===== src/rtl/core/ifre_isqrt.sv =====
// Pipelined integer square root (floor), one result bit resolved per stage.
// Depends on ifre_pkg for nothing; 32 register stages.
module ifre_isqrt (
	input  logic        clk,
	input  logic        en,
	input  logic [63:0] v,
	output logic [31:0] root
);

	logic [63:0] v_s [0:32];
	logic [63:0] r_s [0:32];

	assign v_s[0] = v;
	assign r_s[0] = '0;

	for (genvar k = 0; k < 32; k++) begin : g_step
		localparam logic [63:0] BIT = 64'd1 << (62 - 2 * k);
		logic [63:0] rb;
		assign rb = r_s[k] + BIT;
		always_ff @(posedge clk) begin
			if (en) begin
				if (v_s[k] >= rb) begin
					v_s[k+1] <= v_s[k] - rb;
					r_s[k+1] <= (r_s[k] >> 1) + BIT;
				end else begin
					v_s[k+1] <= v_s[k];
					r_s[k+1] <= r_s[k] >> 1;
				end
			end
		end
	end

	assign root = r_s[32][31:0];

endmodule


===== config.mk =====
export PLATFORM = sky130hd
export DESIGN_NAME = ifre_isqrt
export DESIGN_NICKNAME = d
export VERILOG_FILES = /design/src/rtl/core/ifre_isqrt.sv
export SDC_FILE = /design/constraint.sdc
export NUM_CORES = 2
export LEC_CHECK = 0
export BUFFER_PORTS_ARGS = -buffer_cell sky130_fd_sc_hd__buf_2
export CELL_PAD_IN_SITES_DETAIL_PLACEMENT = 0
export CELL_PAD_IN_SITES_GLOBAL_PLACEMENT = 2
export CORE_UTILIZATION = 49
export CTS_CLUSTER_DIAMETER = 150
export CTS_CLUSTER_SIZE = 12
export DETAILED_ROUTE_END_ITERATION = 12
export PLACE_DENSITY_LB_ADDON = 0.12
export RECOVER_POWER = 100
export SLEW_MARGIN = 20
export SYNTH_ARGS = -nofsm -noshare
export SYNTH_HDL_FRONTEND = slang
export SYNTH_SLANG_ARGS = --single-unit

===== constraint.sdc =====
create_clock -name clk -period 8.95 [get_ports clk]
set_input_delay 0.4475 -clock clk [delete_from_list [all_inputs] [get_ports clk]]
set_output_delay 0.4475 -clock clk [all_outputs]
set_load 0.05 [all_outputs]

==> run metrics <==
Port Buf Inserts 97; Max FO, Critical Path 44; yosys warns 0; initial antenna violation count 6; multi-input logic area 41940 um^2; Final setup viols 0; critical path's top delay family simple AND/OR/NAND/NOR gates; max_cap viols 18; status finished with violations; Final nets 10503; CTS Root Cell clkbuf_16; synth unique cells 92; HPWL after DPL 210400 um; Synth async-reset ratio 0; top layer used by detailed routing met4; CORE AREA 244100 um^2; critical path arrival 7.51 ns; post-synthesis average cell area 12.52 um^2; P_leak 48.76 nW; Layout Skew 0.09926 ns; CTS buffer count 227; Post-synth EDFFs 2512; CP startpoint kind flop; WL final 284500 um; top cell type's share of synthesized area 0.6240; 1st-iter DRT viols 5913; clk buf depth 3; Worst-Margin Slew 7.134 ns; period utilization 0.7747; die height 498.7 um; Primary FF master, synth edfxtp_1; CTS Sinks 2512; layout cells sized above 1 0.04215; CP Capture Type flop; most frequent cell on the critical path clkbuf_1; Final Slew Violations 625; met3 WL 11840 um; Crit Path Class reg2reg; vias in the first global route 73562; global-route wire length before repair 438500 um; net count after synthesis 10279; Fin. Hold Viols 0; ANT nets after route 0; largest net degree at the start of global routing 186; num ports 98; drt pass-1 iters 6; Synth area leaders edfxtp_1 (62%), ha_1 (5.8%), xnor2_1 (3.4%), xor2_1 (3.1%), a21oi_1 (2.8%); Worst VDD drop 201.5 uV; Routed met1 length 134500 um; Worst Path Required 9.53 ns; post-CTS resize count 0; clk_lat worst skew 0.89 ns; DIE AREA 248700 um^2; Power, Total 32.08 mW; violated checks capacitance limit, slew limit; Avg WL per Cell 21.72 um; die width 498.7 um; synthesized area 120900 um^2; highest-delay cell along the critical path nor4_1; Rows 181; CTS tree done; grt total ovfl 0; P&R area growth vs syn 8.870%; drt via density 5.763; RSZ-0062 raised after global routing false; gpl congestion 0.8787; Vias 75473; CP peak stage delay 1.34 ns; htree depth 4; drt drc 0; sequential cell area 75430 um^2; Buf/Inv on CP 3; Yosys top cell by area edfxtp_1; Max-slew headroom -3.756; pwr/cell area 243.8 nW/um^2; met2 wire length 133400 um; crit path cell chain or3_1 > or2_2 > or4_1 > nor4_1 > o311a_1 > o21ai_0 > nand2_1 > clkbuf_1 > inv_2 > clkbuf_1 > o2111ai_1 > xnor2_1; Seq cells post-synth 2512; Hold Path Class in2reg; FILL cells 20546; Post-Synthesis Cells 9655; final period demand of the worst path 6.933 ns; FMAX 144.2 MHz; GRT Total Usage 0.2260; register clock-pin slew on the reported worst setup and hold paths 0.07 ns; setup TNS 0 ns; Seq/Total Area, Yosys 0.6240; Setup Buffers After CTS 0; hold_buf cts 64; Initial Util 0.4952
[placed cells by master (no fill, tap or decap), drive strengths merged, types with 38 or more instances in the layout]
cell	Yosys	routed
edfxtp	2512	2512
inv	710	711
nor2	678	678
a21oi	667	667
nand2	560	560
ha	558	558
xnor2	468	468
xor2	422	422
o21ai	400	400
nor4	354	354
clkbuf	181	332
nor3	252	252
a21o	242	242
nand4	170	170
nand3	150	150
or3	121	121
nand2b	95	95
o21a	91	91
mux2	73	73
nor2b	71	71
or4	70	70
dlygate4sd3	0	64
nor4b	57	57
and3	51	51
a211oi	50	50
o211ai	44	44
a31oi	43	43
o21bai	40	40
or2	40	40
o31ai	38	38
buf	31	38
[metal layers]
layer | track usage | up-vias
li1 | - | 36508
met1 | 0.3289 | 37213
met2 | 0.3665 | 1468
met3 | 0.02726 | 284
met4 | 0.04252 | 0
met5 | 0 | -
[area by class of cell]
type	instances	area share
Timing Repair Buffer	207	0.01083
Multi-Input combinational cell	6220	0.3187
Inverter	711	0.02028
Sequential cell	2512	0.5732
Antenna cell	1	0.00001901
Tap cell	3202	0.03044
Clock buffer	227	0.04316
Clock inverter	16	0.003413
[state kept, by name, indices dropped and copies added (netlist names)]
register and flops:
v_s 1984, r_s 496, root 32
[cells by family after synthesis]
kind of cell,share of synthesized area
buf+inv,0.02889
xor+xnor,0.06448
simple gates,0.1226
flops,0.6240
mux,0.007132
fa+ha+maj,0.05776
compound gates,0.09516
[Yosys cell counts, drive strengths merged (150+ instances only)]
cell / instances
a21o: 242
a21oi: 667
clkbuf: 181
edfxtp: 2512
ha: 558
inv: 710
nand2: 560
nand3: 150
nand4: 170
nor2: 678
nor3: 252
nor4: 354
o21ai: 400
xnor2: 468
xor2: 422
[path summary, 6_finish.rpt]
path            start        end  slack, ns  cells after the start
max          v_s[300]   v_s[250]       2.02                     12
min             v[54]  v_s[2038]       0.27                      2
min reg2reg  r_s[217]   r_s[152]       0.37                      0
max reg2reg  v_s[300]   v_s[250]       2.02                     12
[where the power goes]
part	internal (mW)	switching, mW
Combinational	2.93	4.29
Clock	4.50	4.16
Sequential	15.0	1.23
Total	22.4	9.69
[through the flow]
step / worst slack [ns] / instance area (um^2) / hold slack, ns / utilization / cells
floorplan: 5.481 / 120900 / 0.4166 / - / 9655
global placement: 3.560 / 125100 / 0.4254 / 0.5124 / 12788
detailed placement: 3.801 / 125100 / 0.4273 / 0.5124 / 12788
CTS: 3.764 / 131900 / 0.03118 / 0.5402 / 13095
global route: 1.858 / 131600 / 0.2083 / 0.5391 / 13096
finish: 2.017 / 131600 / 0.2657 / 0.5391 / 13096
[worst register-to-register path: stages, from the launching register on]
cell	delay [ns]
edfxtp_1	0.45
or3_1	0.42
or2_2	0.33
or4_1	0.56
nor4_1	1.34
o311a_1	0.37
o21ai_0	0.42
nand2_1	0.20
clkbuf_1	1.03
inv_2	0.04
clkbuf_1	0.87
o2111ai_1	0.56
xnor2_1	0.10
Note: power is estimated with default switching activity, not from simulation.
